File: src/sv/iit_pkg.sv
// ----------------------------------------------------------------------------
// iit_pkg: shared types for the integral image table
// Transaction payloads, queued job format, frame dimensions and the codes
// used by the front end and the back end.
// ----------------------------------------------------------------------------
package iit_pkg;

  localparam int VAL_W  = 20;
  localparam int RSUM_W = 14;
  localparam int DIM_W  = 7;

  localparam int MAX_WIDTH  = 64;
  localparam int MAX_HEIGHT = 64;

  localparam logic       CMD_PIXEL   = 1'b0;
  localparam logic       CMD_QUERY   = 1'b1;
  localparam logic [6:0] DIM_RESET   = 7'd64;

  typedef enum logic {
    CFG_FRAME_WIDTH  = 1'b0,
    CFG_FRAME_HEIGHT = 1'b1
  } cfg_index_e;

  typedef enum logic [2:0] {
    ST_IDLE,
    ST_READ,
    ST_WRITE,
    ST_ACCUM,
    ST_DELIVER
  } back_state_e;

  typedef struct packed {
    logic       cmd;
    logic [7:0] intensity;
    logic [5:0] left_x;
    logic [5:0] top_y;
    logic [6:0] right_x;
    logic [6:0] bottom_y;
  } item_t;

  typedef struct packed {
    logic [VAL_W-1:0] value;
    logic             kind;
    logic             error;
  } result_t;

  typedef struct packed {
    logic       cmd;
    logic       bad;
    logic [7:0] intensity;
    logic [5:0] left_x;
    logic [5:0] top_y;
    logic [6:0] right_x;
    logic [6:0] bottom_y;
  } job_t;

  typedef struct packed {
    logic [DIM_W-1:0] width;
    logic [DIM_W-1:0] height;
  } dims_t;

endpackage

File: src/sv/iit_front.sv
// ----------------------------------------------------------------------------
// iit_front: configuration and item classification
// Holds the frame size registers, clamps them to the range 1 to the table size
// and tags each accepted item; bad queries are flagged here.
// ----------------------------------------------------------------------------
module iit_front import iit_pkg::*; (
  input  logic       clk,
  input  logic       rst,
  input  logic       cfg_valid,
  output logic       cfg_ready,
  input  cfg_index_e cfg_index,
  input  logic [6:0] cfg_data,
  input  logic       push,
  output logic       full,
  input  item_t      item,
  input  logic       q_full,
  output logic       q_push,
  output job_t       q_entry,
  output dims_t      dims
);

  logic [DIM_W-1:0] frame_width;
  logic [DIM_W-1:0] frame_height;

  function automatic logic [DIM_W-1:0] clamp_dim(logic [DIM_W-1:0] v, int maxv);
    logic [DIM_W-1:0] r;
    if (v == '0) begin
      r = DIM_W'(1);
    end else if (32'(v) > maxv) begin
      r = DIM_W'(maxv);
    end else begin
      r = v;
    end
    return r;
  endfunction

  assign cfg_ready = 1'b1;

  always_ff @(posedge clk) begin
    if (rst) begin
      frame_width  <= DIM_RESET;
      frame_height <= DIM_RESET;
    end else if (cfg_valid && cfg_ready) begin
      unique case (cfg_index)
        CFG_FRAME_WIDTH:  frame_width  <= cfg_data;
        CFG_FRAME_HEIGHT: frame_height <= cfg_data;
      endcase
    end
  end

  assign dims.width  = clamp_dim(frame_width, MAX_WIDTH);
  assign dims.height = clamp_dim(frame_height, MAX_HEIGHT);

  logic bad_rect;
  always_comb begin
    bad_rect = (item.right_x <= {1'b0, item.left_x}) ||
               (item.bottom_y <= {1'b0, item.top_y}) ||
               (item.right_x > dims.width) ||
               (item.bottom_y > dims.height);
  end

  assign full   = q_full;
  assign q_push = push && !q_full;

  always_comb begin
    q_entry.cmd       = item.cmd;
    q_entry.bad       = (item.cmd == CMD_QUERY) && bad_rect;
    q_entry.intensity = item.intensity;
    q_entry.left_x    = item.left_x;
    q_entry.top_y     = item.top_y;
    q_entry.right_x   = item.right_x;
    q_entry.bottom_y  = item.bottom_y;
  end

endmodule

File: config.mk
export PLATFORM = sky130hd
export DESIGN_NAME = iit_front
export DESIGN_NICKNAME = d
export VERILOG_FILES = /design/src/sv/iit_pkg.sv /design/src/sv/iit_front.sv
export SDC_FILE = /design/constraint.sdc
export NUM_CORES = 1
export LEC_CHECK = 0
export BUFFER_PORTS_ARGS = -buffer_cell sky130_fd_sc_hd__buf_2
export CORE_MARGIN = 3
export CORE_UTILIZATION = 46
export CTS_CLUSTER_DIAMETER = 150
export DETAILED_ROUTE_END_ITERATION = 10
export GPL_TIMING_DRIVEN = 0
export PLACE_DENSITY_LB_ADDON = 0.2
export SETUP_SLACK_MARGIN = 0.05
export SYNTH_ARGS = -nofsm -noshare
export SYNTH_HDL_FRONTEND = slang
export SYNTH_SLANG_ARGS = --single-unit
File: constraint.sdc
create_clock -name clk -period 4.6 [get_ports clk]
set_clock_uncertainty 0.15 [all_clocks]
set_input_delay 0.23 -clock clk [delete_from_list [all_inputs] [get_ports clk]]
set_output_delay 0.23 -clock clk [all_outputs]
set_load 0.005 [all_outputs]
==> results <==
- The run finished with clean final reports.
- Input and output buffers added on the ports amount to 89.
- The beginning of the worst hold path is cfg_data[6].
- The synthesized netlist devotes 13.05% of its cell area to compound gates.
- For this design, the sink count on the clock tree is 14.
- The number of H-tree levels is 1.
- The flop-to-flop setup slack is 3.64 ns.
- The endpoint of the most critical register-to-register path is frame_width[6].
- The share of synthesized area spent on multiplexers is under 10%.
- After clock tree synthesis, the repair step resized 0 gates.
- The die span in y is roughly 64 µm.
- Dividing total power by cell area gives a power density of ~170 nW/µm².
- The congestion estimate from routability-driven global placement came to 0.7674.
- In this run the post-CTS setup repair buffer count came out at 0.
- The first detailed-routing pass ran for 3 iterations.
- The full die area is 4040 µm².
- The root buffer selected by CTS is sky130_fd_sc_hd__clkbuf_4.
- The launching element type of the critical path is a flop.
- The total core area is about 3100 µm².
- For the worst setup path, the data arrival time is between 1.5 and 2 ns.
- The category of the critical setup timing path is flop to output pin.
- The worst-case hold path end point is frame_width[6].
- After routing the design area is ~2100 µm².
- The source of the worst register-to-register timing path is frame_width[6].
- The number of distinct library cell variants in the gate-level netlist after synthesis is 27.
- The via-per-instance ratio is 4.557.
- The min-delay analysis places its worst path in the category primary input to flop.
- Setup violations remaining at the end of the flow were counted as 0.
- Of the total synthesized cell area, the portion taken by full adders, half adders and majority gates is approximately a fifth.
- Counting every net in the synthesized netlist gives approximately 280.
- The synthesized netlist devotes 0% of its cell area to XOR and XNOR gates.
- The worst-case reg-to-reg path depth is 4.
- The number of placed I/O pins is slightly above 100.
- The final routed wirelength across all metal layers is 3408 µm.
- In the final design database the tool counted around 370 nets.
- The repair_antennas step left the layout with diodes totalling 0.
- The TritonCTS clock tree is done.
- Of the total power, the clock network draws around a quarter.
- The number of max-slew violations in the final report is 0.
- The total placed instance area is around 2000 µm².
- The count of standard-cell rows is 20.
- The logic gate share of total power is 38.3%.
- Once the floorplan was initialized, standard cells occupied about half of the core.
- Counting I/O delays and the setup requirement, the final critical path takes approximately 2.3 ns.
- In this run the static leakage power is between 1 and 1.5 nW.
- The largest fanout on the critical path is 6.
- Setup total negative slack on the finished layout was measured at 0 ns.
- The count of vias placed by the detailed router is approximately 1600.
- By area, the combinational part of the netlist is dominated by buffers and inverters.
- Setup repair after global routing left no endpoint under its margin.
- The half-perimeter wire length after detailed placement is ~3000 µm.
- The worst vdd rail ir drop is around 0.17 mV.
- The number of synthesized register bits is 14.
- Cells with a size suffix above 1 make up a little under half of the layout.
- In this run the power spent charging and discharging nets is around 100 µW.
- No sink is reached through more buffers than the 2 on the longest clock path.
- The floorplan step set the die width to ~64 µm.
- Across the run, the number of max-cap violations was 0.
- The detailed router's first-iteration violation count is 9.
- The timing startpoint of the critical path is frame_height[6].
- Summing the areas of all and, or, nand and nor instances in the mapped netlist gives between 15 and 20% of the synthesized area.
- After detailed routing, the number of remaining DRC violations is 0.
- The aggregate global-route resource usage is about 17%.
- The detail route stage leaves a number of antenna-violating nets equal to 0.
- Dividing the final minimum period by the clock period gives around 50%.
- The synthesized cell area is 1524 µm².
- The wire length per cell after detailed routing is ~10 µm.
- The global route total overflow is 0.
- The most area-hungry cell type in the Yosys netlist is sky130_fd_sc_hd__ha_1.
- Buffers inserted during clock tree synthesis total 3.
- The top-area cell type share of the netlist area is 21.35%.
- The clock insertion delay at the later pin of the skew report is 0.28 ns.
- The number of global-route vias before repair came to 1381.
- The instance count of the mapped netlist is 203.
- The sequential cell area fraction in the yosys report is between 15 and 20%.
- The area growth from synthesis to layout is 35.88%.
- In this run switching power makes up roughly 29% of total power.
- By area the synthesized netlist is led by sky130_fd_sc_hd__ha_1, sky130_fd_sc_hd__dfxtp_1, sky130_fd_sc_hd__buf_4.
- The internal portion of the total power is roughly 250 µW.
- The wire length of the first global-routing pass is approximately 5700 µm.
- The number of warnings printed during yosys synthesis is 0.
- The required arrival time at the worst endpoint is around 4.2 ns.
- STA classifies the critical path endpoint as an output pin.
- The worst hold path was traced through 3 stages.
- The initial antenna violation count is 0.
- After clock tree synthesis, the clock-pin slew on the worst setup and hold paths is about 0.080 ns.
- The synthesized area per cell is ~7.5 µm².
- The power share of the sequential group is roughly 37%.
- The final number of hold-violating endpoints came to 0.
- The hold-fix buffer count after cts is 0.
- The maximum clock frequency is about 0.43 GHz.
- Entering global routing, the biggest net connects 11 pins.
## flip-flops by register name, indices dropped and copies added, names as in the netlist
signal	cells
frame_width	7
frame_height	7
## per-stage QoR
step	total power, mW	utilization, %	hold slack, ns	worst slack [ns]	cells
global placement	0.2683	65.24	0.3071	2.553	336
detailed placement	0.2705	65.24	0.3075	2.575	336
global route	0.3851	66.73	0.04661	2.090	341
floorplan	0.2169	-	0.1491	2.879	203
CTS	0.3572	66.41	0.005763	2.260	340
finish	0.3532	66.73	0.03349	2.277	341
## metal layers
metal	wire length (µm)	track usage (%)	vias to the layer above
li1	-	-	834
met1	1468	19.38	654
met2	1549	29.34	61
met3	350	4.100	5
met4	41	4.852	0
met5	0	0	-
## cells in the mapped netlist (all sizes together)
master    n
buf      40
ha       26
inv      26
nand2    20
a21oi    19
dfxtp    14
nor2     11
nand3    10
mux2i     6
o21ai     4
a21o      3
clkbuf    3
nand3b    3
o22ai     3
nand2b    2
nand4     2
nand4b    2
nor3      2
a2111oi   1
a211o     1
a211oi    1
a41oi     1
and3      1
conb      1
nor2b     1
## layout make-up
cell class | instances | area, µm²
fillers | 322 | 1032
multi-input cells | 120 | 842.1
repair buffers | 90 | 455.4
plain buffers | 43 | 304.0
flip-flops and latches | 14 | 280.3
inverters | 26 | 97.59
well taps | 44 | 55.05
clock buffers | 4 | 36.28
## worst max path at each step
stage | end | depth (start not counted)
final | q_entry[34] | 8
after detailed placement | q_entry[34] | 8
after global placement | q_entry[34] | 8
after floorplan | q_entry[34] | 7
after global routing | q_entry[34] | 8
after CTS | q_entry[34] | 8
## worst max-delay path: stages (launching register included)
cell	delay, ns
sky130_fd_sc_hd__dfxtp_1	0.34
sky130_fd_sc_hd__inv_1	0.15
sky130_fd_sc_hd__nand2_1	0.12
sky130_fd_sc_hd__ha_1	0.30
sky130_fd_sc_hd__a21oi_1	0.16
sky130_fd_sc_hd__o21ai_0	0.09
sky130_fd_sc_hd__o22ai_1	0.22
sky130_fd_sc_hd__a41oi_2	0.14
sky130_fd_sc_hd__buf_2	0.15
## cell families after synthesis
kind of cell	after synthesis
buffers and inverters	69
and+or+nand+nor	54
AOI/OAI and AO/OA	33
adders and majority gates	26
DFF	14
muxes	6
other	1
## power groups by stage
stage	Combinational (mW)	Clock, mW	Sequential, mW
floorplan	0.0838	0	0.133
global placement	0.134	0	0.134
detailed placement	0.136	0	0.134
CTS	0.137	0.0890	0.132
global route	0.154	0.0988	0.133
finish	0.135	0.0864	0.132
## placed cells by master, fill, tap and decap left out, drive strengths merged, types with 4 or more instances in the layout
cell    instances
a21oi          19
buf           129
clkbuf          7
dfxtp          14
ha             26
inv            26
mux2i           6
nand2          20
nand3          10
nor2           11
o21ai           4
Note: power is estimated with default switching activity, not from simulation.
