$ cat config.mk
export PLATFORM = sky130hd
export DESIGN_NAME = iit_queue
export DESIGN_NICKNAME = d
export VERILOG_FILES = /design/src/sv/iit_pkg.sv /design/src/sv/iit_queue.sv
export SDC_FILE = /design/constraint.sdc
export NUM_CORES = 1
export LEC_CHECK = 0
export ABC_AREA = 1
export BUFFER_PORTS_ARGS = -buffer_cell sky130_fd_sc_hd__buf_2
export CORE_MARGIN = 2
export CORE_UTILIZATION = 30
export DETAILED_ROUTE_END_ITERATION = 16
export PLACE_DENSITY_LB_ADDON = 0.12
export SYNTH_ARGS = -nofsm -noshare
export SYNTH_HDL_FRONTEND = slang
export SYNTH_SLANG_ARGS = --single-unit
$ cat constraint.sdc
create_clock -name clk -period 2.7 [get_ports clk]
set_clock_uncertainty 0.2 [all_clocks]
set_input_delay 0.54 -clock clk [delete_from_list [all_inputs] [get_ports clk]]
set_output_delay 0.54 -clock clk [all_outputs]
set_load 0.005 [all_outputs]
$ cat src/sv/iit_pkg.sv
// ----------------------------------------------------------------------------
// iit_pkg: shared types for the integral image table
// Transaction payloads, queued job format, frame dimensions and the codes
// used by the front end and the back end.
// ----------------------------------------------------------------------------
package iit_pkg;

  localparam int VAL_W  = 20;
  localparam int RSUM_W = 14;
  localparam int DIM_W  = 7;

  localparam int MAX_WIDTH  = 64;
  localparam int MAX_HEIGHT = 64;

  localparam logic       CMD_PIXEL   = 1'b0;
  localparam logic       CMD_QUERY   = 1'b1;
  localparam logic [6:0] DIM_RESET   = 7'd64;

  typedef enum logic {
    CFG_FRAME_WIDTH  = 1'b0,
    CFG_FRAME_HEIGHT = 1'b1
  } cfg_index_e;

  typedef enum logic [2:0] {
    ST_IDLE,
    ST_READ,
    ST_WRITE,
    ST_ACCUM,
    ST_DELIVER
  } back_state_e;

  typedef struct packed {
    logic       cmd;
    logic [7:0] intensity;
    logic [5:0] left_x;
    logic [5:0] top_y;
    logic [6:0] right_x;
    logic [6:0] bottom_y;
  } item_t;

  typedef struct packed {
    logic [VAL_W-1:0] value;
    logic             kind;
    logic             error;
  } result_t;

  typedef struct packed {
    logic       cmd;
    logic       bad;
    logic [7:0] intensity;
    logic [5:0] left_x;
    logic [5:0] top_y;
    logic [6:0] right_x;
    logic [6:0] bottom_y;
  } job_t;

  typedef struct packed {
    logic [DIM_W-1:0] width;
    logic [DIM_W-1:0] height;
  } dims_t;

endpackage

$ cat src/sv/iit_queue.sv
// ----------------------------------------------------------------------------
// iit_queue: two-entry job queue
// Decouples classification from execution so either side can stall.
// ----------------------------------------------------------------------------
module iit_queue import iit_pkg::*; (
  input  logic clk,
  input  logic rst,
  input  logic push,
  input  job_t entry_in,
  output logic full,
  input  logic pop,
  output logic empty,
  output job_t entry_out
);

  localparam int DEPTH = 2;
  localparam int PW    = $clog2(DEPTH);

  job_t            slots [DEPTH];
  logic [PW-1:0]   wr_ptr;
  logic [PW-1:0]   rd_ptr;
  logic [PW:0]     count;

  assign full      = (count == (PW+1)'(DEPTH));
  assign empty     = (count == '0);
  assign entry_out = slots[rd_ptr];

  always_ff @(posedge clk) begin
    if (push) begin
      slots[wr_ptr] <= entry_in;
    end
  end

  always_ff @(posedge clk) begin
    if (rst) begin
      wr_ptr <= '0;
      rd_ptr <= '0;
      count  <= '0;
    end else begin
      if (push) begin
        wr_ptr <= wr_ptr + PW'(1);
      end
      if (pop) begin
        rd_ptr <= rd_ptr + PW'(1);
      end
      if (push && !pop) begin
        count <= count + (PW+1)'(1);
      end else if (pop && !push) begin
        count <= count - (PW+1)'(1);
      end
    end
  end

endmodule

==> impl_metrics.prom <==
# TYPE chip_impl_metric gauge
chip_impl_info{name="outcome",value="complete, no violations"} 1
chip_impl_metric{name="p_switching",unit="W"} 0.000555
chip_impl_metric{name="grt_start_max_net_pins",unit=""} 26
chip_impl_metric{name="cts.hold.buffers_added",unit=""} 0
chip_impl_metric{name="detailedRoute.firstIterationViolations",unit=""} 16
chip_impl_metric{name="p_seq_share",unit="%"} 55.5
chip_impl_metric{name="gp_congestion",unit=""} 0.681
chip_impl_metric{name="swShare",unit="%"} 22.0
chip_impl_info{name="synth.largest_area_cell",value="sky130_fd_sc_hd__edfxtp_1"} 1
chip_impl_metric{name="grt_pass1_wl",unit="um"} 8250
chip_impl_metric{name="period_needed",unit="ps"} 2270
chip_impl_metric{name="report.power.total",unit="W"} 0.00252
chip_impl_info{name="ys_top_cells_by_count",value="72 x sky130_fd_sc_hd__edfxtp_1, 30 x sky130_fd_sc_hd__mux2_4, 9 x sky130_fd_sc_hd__inv_1"} 1
chip_impl_metric{name="area_delta_synth_final",unit="%"} 25.2
chip_impl_info{name="ys_top_cells_by_area",value="sky130_fd_sc_hd__edfxtp_1 73%, sky130_fd_sc_hd__mux2_4 15%, sky130_fd_sc_hd__dfxtp_1 3.4%"} 1
chip_impl_metric{name="height_of_the_die",unit="um"} 104
chip_impl_metric{name="worst_slew_pin_slew",unit="ps"} 513
chip_impl_metric{name="achievable_clock_frequency",unit="MHz"} 440
chip_impl_metric{name="postCtsResizedCells",unit=""} 0
chip_impl_metric{name="floorplan.initialDensity",unit="%"} 30.7
chip_impl_info{name="cts.root.buffer_cell",value="sky130_fd_sc_hd__clkbuf_8"} 1
chip_impl_metric{name="power.combinational.fraction",unit="%"} 11.6
chip_impl_metric{name="power.share.clock",unit="%"} 32.9
chip_impl_metric{name="h_tree_depth_reported_by_cts",unit=""} 3
chip_impl_metric{name="p_leak",unit="nW"} 1.48
chip_impl_info{name="cts_tree",value="yes"} 1
chip_impl_metric{name="first_global_vias",unit=""} 1589
chip_impl_metric{name="synth-edff-count",unit=""} 72
chip_impl_metric{name="post-route-worst-setup-slack",unit="ps"} 426
chip_impl_metric{name="post-route-util",unit="%"} 38.5
chip_impl_info{name="yosysMostFrequentCell",value="sky130_fd_sc_hd__edfxtp_1"} 1
chip_impl_metric{name="period_share",unit="%"} 84.2
chip_impl_metric{name="cts_buffers",unit=""} 9
chip_impl_metric{name="setup-tns-final",unit="ps"} 0
chip_impl_metric{name="cts.path.max_buffers",unit=""} 2
chip_impl_metric{name="max-vdd-ir-drop",unit="mV"} 0.228
chip_impl_metric{name="finalSetupViolations",unit=""} 0
chip_impl_metric{name="drv.max_cap_violation_count",unit=""} 0
chip_impl_metric{name="hold_slack",unit="ps"} 186
chip_impl_metric{name="hpwl",unit="um"} 3490
chip_impl_metric{name="detailroute.via_count",unit=""} 1532
chip_impl_metric{name="vias_per_cell",unit=""} 4.11
chip_impl_info{name="timing.critical_path.from_type",value="flip-flop"} 1
chip_impl_metric{name="grt_usage",unit="%"} 10.2
chip_impl_metric{name="power_density",unit="nW/um^2"} 677
chip_impl_metric{name="clock-sinks",unit=""} 77
chip_impl_metric{name="placement_rows",unit=""} 36
chip_impl_metric{name="placement.io_buffers",unit=""} 77
chip_impl_metric{name="drv_slew",unit=""} 0
chip_impl_metric{name="crit_arrival",unit="ps"} 1530
chip_impl_metric{name="die_area",unit="um^2"} 10700
chip_impl_metric{name="drt-total-wl",unit="um"} 5230
chip_impl_metric{name="hold_viol_final",unit=""} 0
chip_impl_metric{name="design.portCount",unit=""} 78
chip_impl_metric{name="crit_required",unit="ps"} 1960
chip_impl_metric{name="drc",unit=""} 0
chip_impl_info{name="hold_path_class",value="in2reg"} 1
chip_impl_metric{name="slew-limit-headroom",unit="%"} 65.7
chip_impl_metric{name="core_region_area",unit="um^2"} 9680
chip_impl_metric{name="drt_first_pass_iters",unit=""} 3
chip_impl_metric{name="cp_max_fo",unit=""} 10
chip_impl_metric{name="syn-mean-instance-area",unit="um^2"} 20.5
chip_impl_info{name="main_flop_type_after_synthesis",value="sky130_fd_sc_hd__edfxtp_1"} 1
chip_impl_info{name="cp-end-kind",value="output port"} 1
chip_impl_metric{name="final_layout_size_suffix_gt1_share",unit="%"} 56.7
chip_impl_metric{name="p_int",unit="W"} 0.00197
chip_impl_metric{name="nNetsFinal",unit=""} 276
chip_impl_metric{name="globalRouteOverflowTotal",unit=""} 0
chip_impl_metric{name="async_reset_ff_share",unit="%"} 0
chip_impl_metric{name="chipWidth",unit="um"} 104
chip_impl_metric{name="syn_inst",unit=""} 145
chip_impl_metric{name="synth_warn",unit=""} 0
chip_impl_metric{name="postCtsSetupRepairBufs",unit=""} 0
chip_impl_metric{name="synth-seq-area-share",unit="%"} 76.0
chip_impl_metric{name="antenna_cells_inserted",unit=""} 0
chip_impl_metric{name="number_of_nets_with_antenna_violations_after_routing",unit=""} 0
chip_impl_metric{name="dp_slack",unit="ps"} 743
chip_impl_metric{name="worst-r2r-setup-slack",unit="ps"} 1160
chip_impl_metric{name="clkLatencyLatePin",unit="ps"} 330
chip_impl_metric{name="synth_area",unit="um^2"} 2980
chip_impl_metric{name="synth.ff_latch_count",unit=""} 77
chip_impl_metric{name="initial_antenna_violation_count",unit=""} 0
chip_impl_metric{name="wl_per_cell",unit="um"} 14.0
chip_impl_metric{name="syn-num-nets",unit=""} 186
chip_impl_info{name="critical_path_class",value="reg2out"} 1
chip_impl_metric{name="clk_pin_slew_worst_paths",unit="ps"} 80
chip_impl_metric{name="yosys_cell_types",unit=""} 16
chip_impl_metric{name="yosys_top_cell_area_share",unit="%"} 72.6
chip_impl_info{name="rsz0062_at_grt",value="no"} 1
## per-layer routing
| layer | track usage [%] | vias up | share of wire, % |
|---|---|---|---|
| met1 | 12.7 | 750 | 45 |
| met3 | 3.40 | 9 | 6.1 |
| met2 | 15.5 | 49 | 48 |
| met4 | 5.79 | 0 | 1.6 |
| li1 | - | 724 | - |
| met5 | 0 | - | 0 |
## critical path, stage by stage, from the launching register on
cell and delay [ps]:
sky130_fd_sc_hd__dfxtp_2 470, sky130_fd_sc_hd__buf_4 280, sky130_fd_sc_hd__mux2_4 320, sky130_fd_sc_hd__buf_2 130
## layout by cell type, fill, tap and decap left out, types with 2 or more instances in the layout
cell,n
sky130_fd_sc_hd__nor2_1,6
sky130_fd_sc_hd__clkinv_2,2
sky130_fd_sc_hd__mux2_2,6
sky130_fd_sc_hd__clkbuf_8,9
sky130_fd_sc_hd__nand2_1,5
sky130_fd_sc_hd__buf_4,4
sky130_fd_sc_hd__mux2_4,30
sky130_fd_sc_hd__clkinvlp_4,2
sky130_fd_sc_hd__dfxtp_1,4
sky130_fd_sc_hd__edfxtp_1,72
sky130_fd_sc_hd__buf_2,77
sky130_fd_sc_hd__inv_1,8
sky130_fd_sc_hd__buf_12,2
## stage by stage
step / instance area, um^2 / instances
floorplan: 2980 / 145
global placement: 3540 / 357
detailed placement: 3540 / 357
CTS: 3730 / 373
global route: 3730 / 373
finish: 3730 / 373
## flip-flops by register name, summed over array words and instances, names as in the netlist, named ones only
register,flops
count,2
rd_ptr,1
slots,72
wr_ptr,1
## power by group through the flow
stage | Combinational (W) | Sequential [W] | Clock, W
2_1_floorplan | 0.000189 | 0.00142 | 0
4_1_cts | 0.000303 | 0.00140 | 0.000873
3_5_place_dp | 0.000301 | 0.00143 | 0
5_1_grt | 0.000322 | 0.00141 | 0.000919
3_3_place_gp | 0.000301 | 0.00143 | 0
6_report | 0.000293 | 0.00140 | 0.000831
## worst paths after layout
path / depth (start not counted) / endpoint / startpoint
max: 3 / entry_out[17] / flip-flop
max reg2reg: 2 / slots[0][18] / wr_ptr
min: 1 / slots[1][23] / entry_in[23]
min reg2reg: 2 / rd_ptr / rd_ptr
## cell type report
type,instances,area [um^2]
clock inverters,6,63.8
fillers,947,5960
well taps,133,166
flip-flops and latches,77,2260
repair buffers,83,455
clock buffers,10,128
inverters,9,33.8
multi-input cells,55,618
## kinds of logic after synthesis
kind of cell / share of synthesized area [%]
AO/OA/AOI/OAI: 0.336
XOR/XNOR: 0.294
adder cells (fa/ha/maj): 0.420
buffers and inverters: 3.53
flip-flops: 76.0
multiplexers: 17.4
AND/OR/NAND/NOR: 2.06
(Power assumes the default switching activity.)
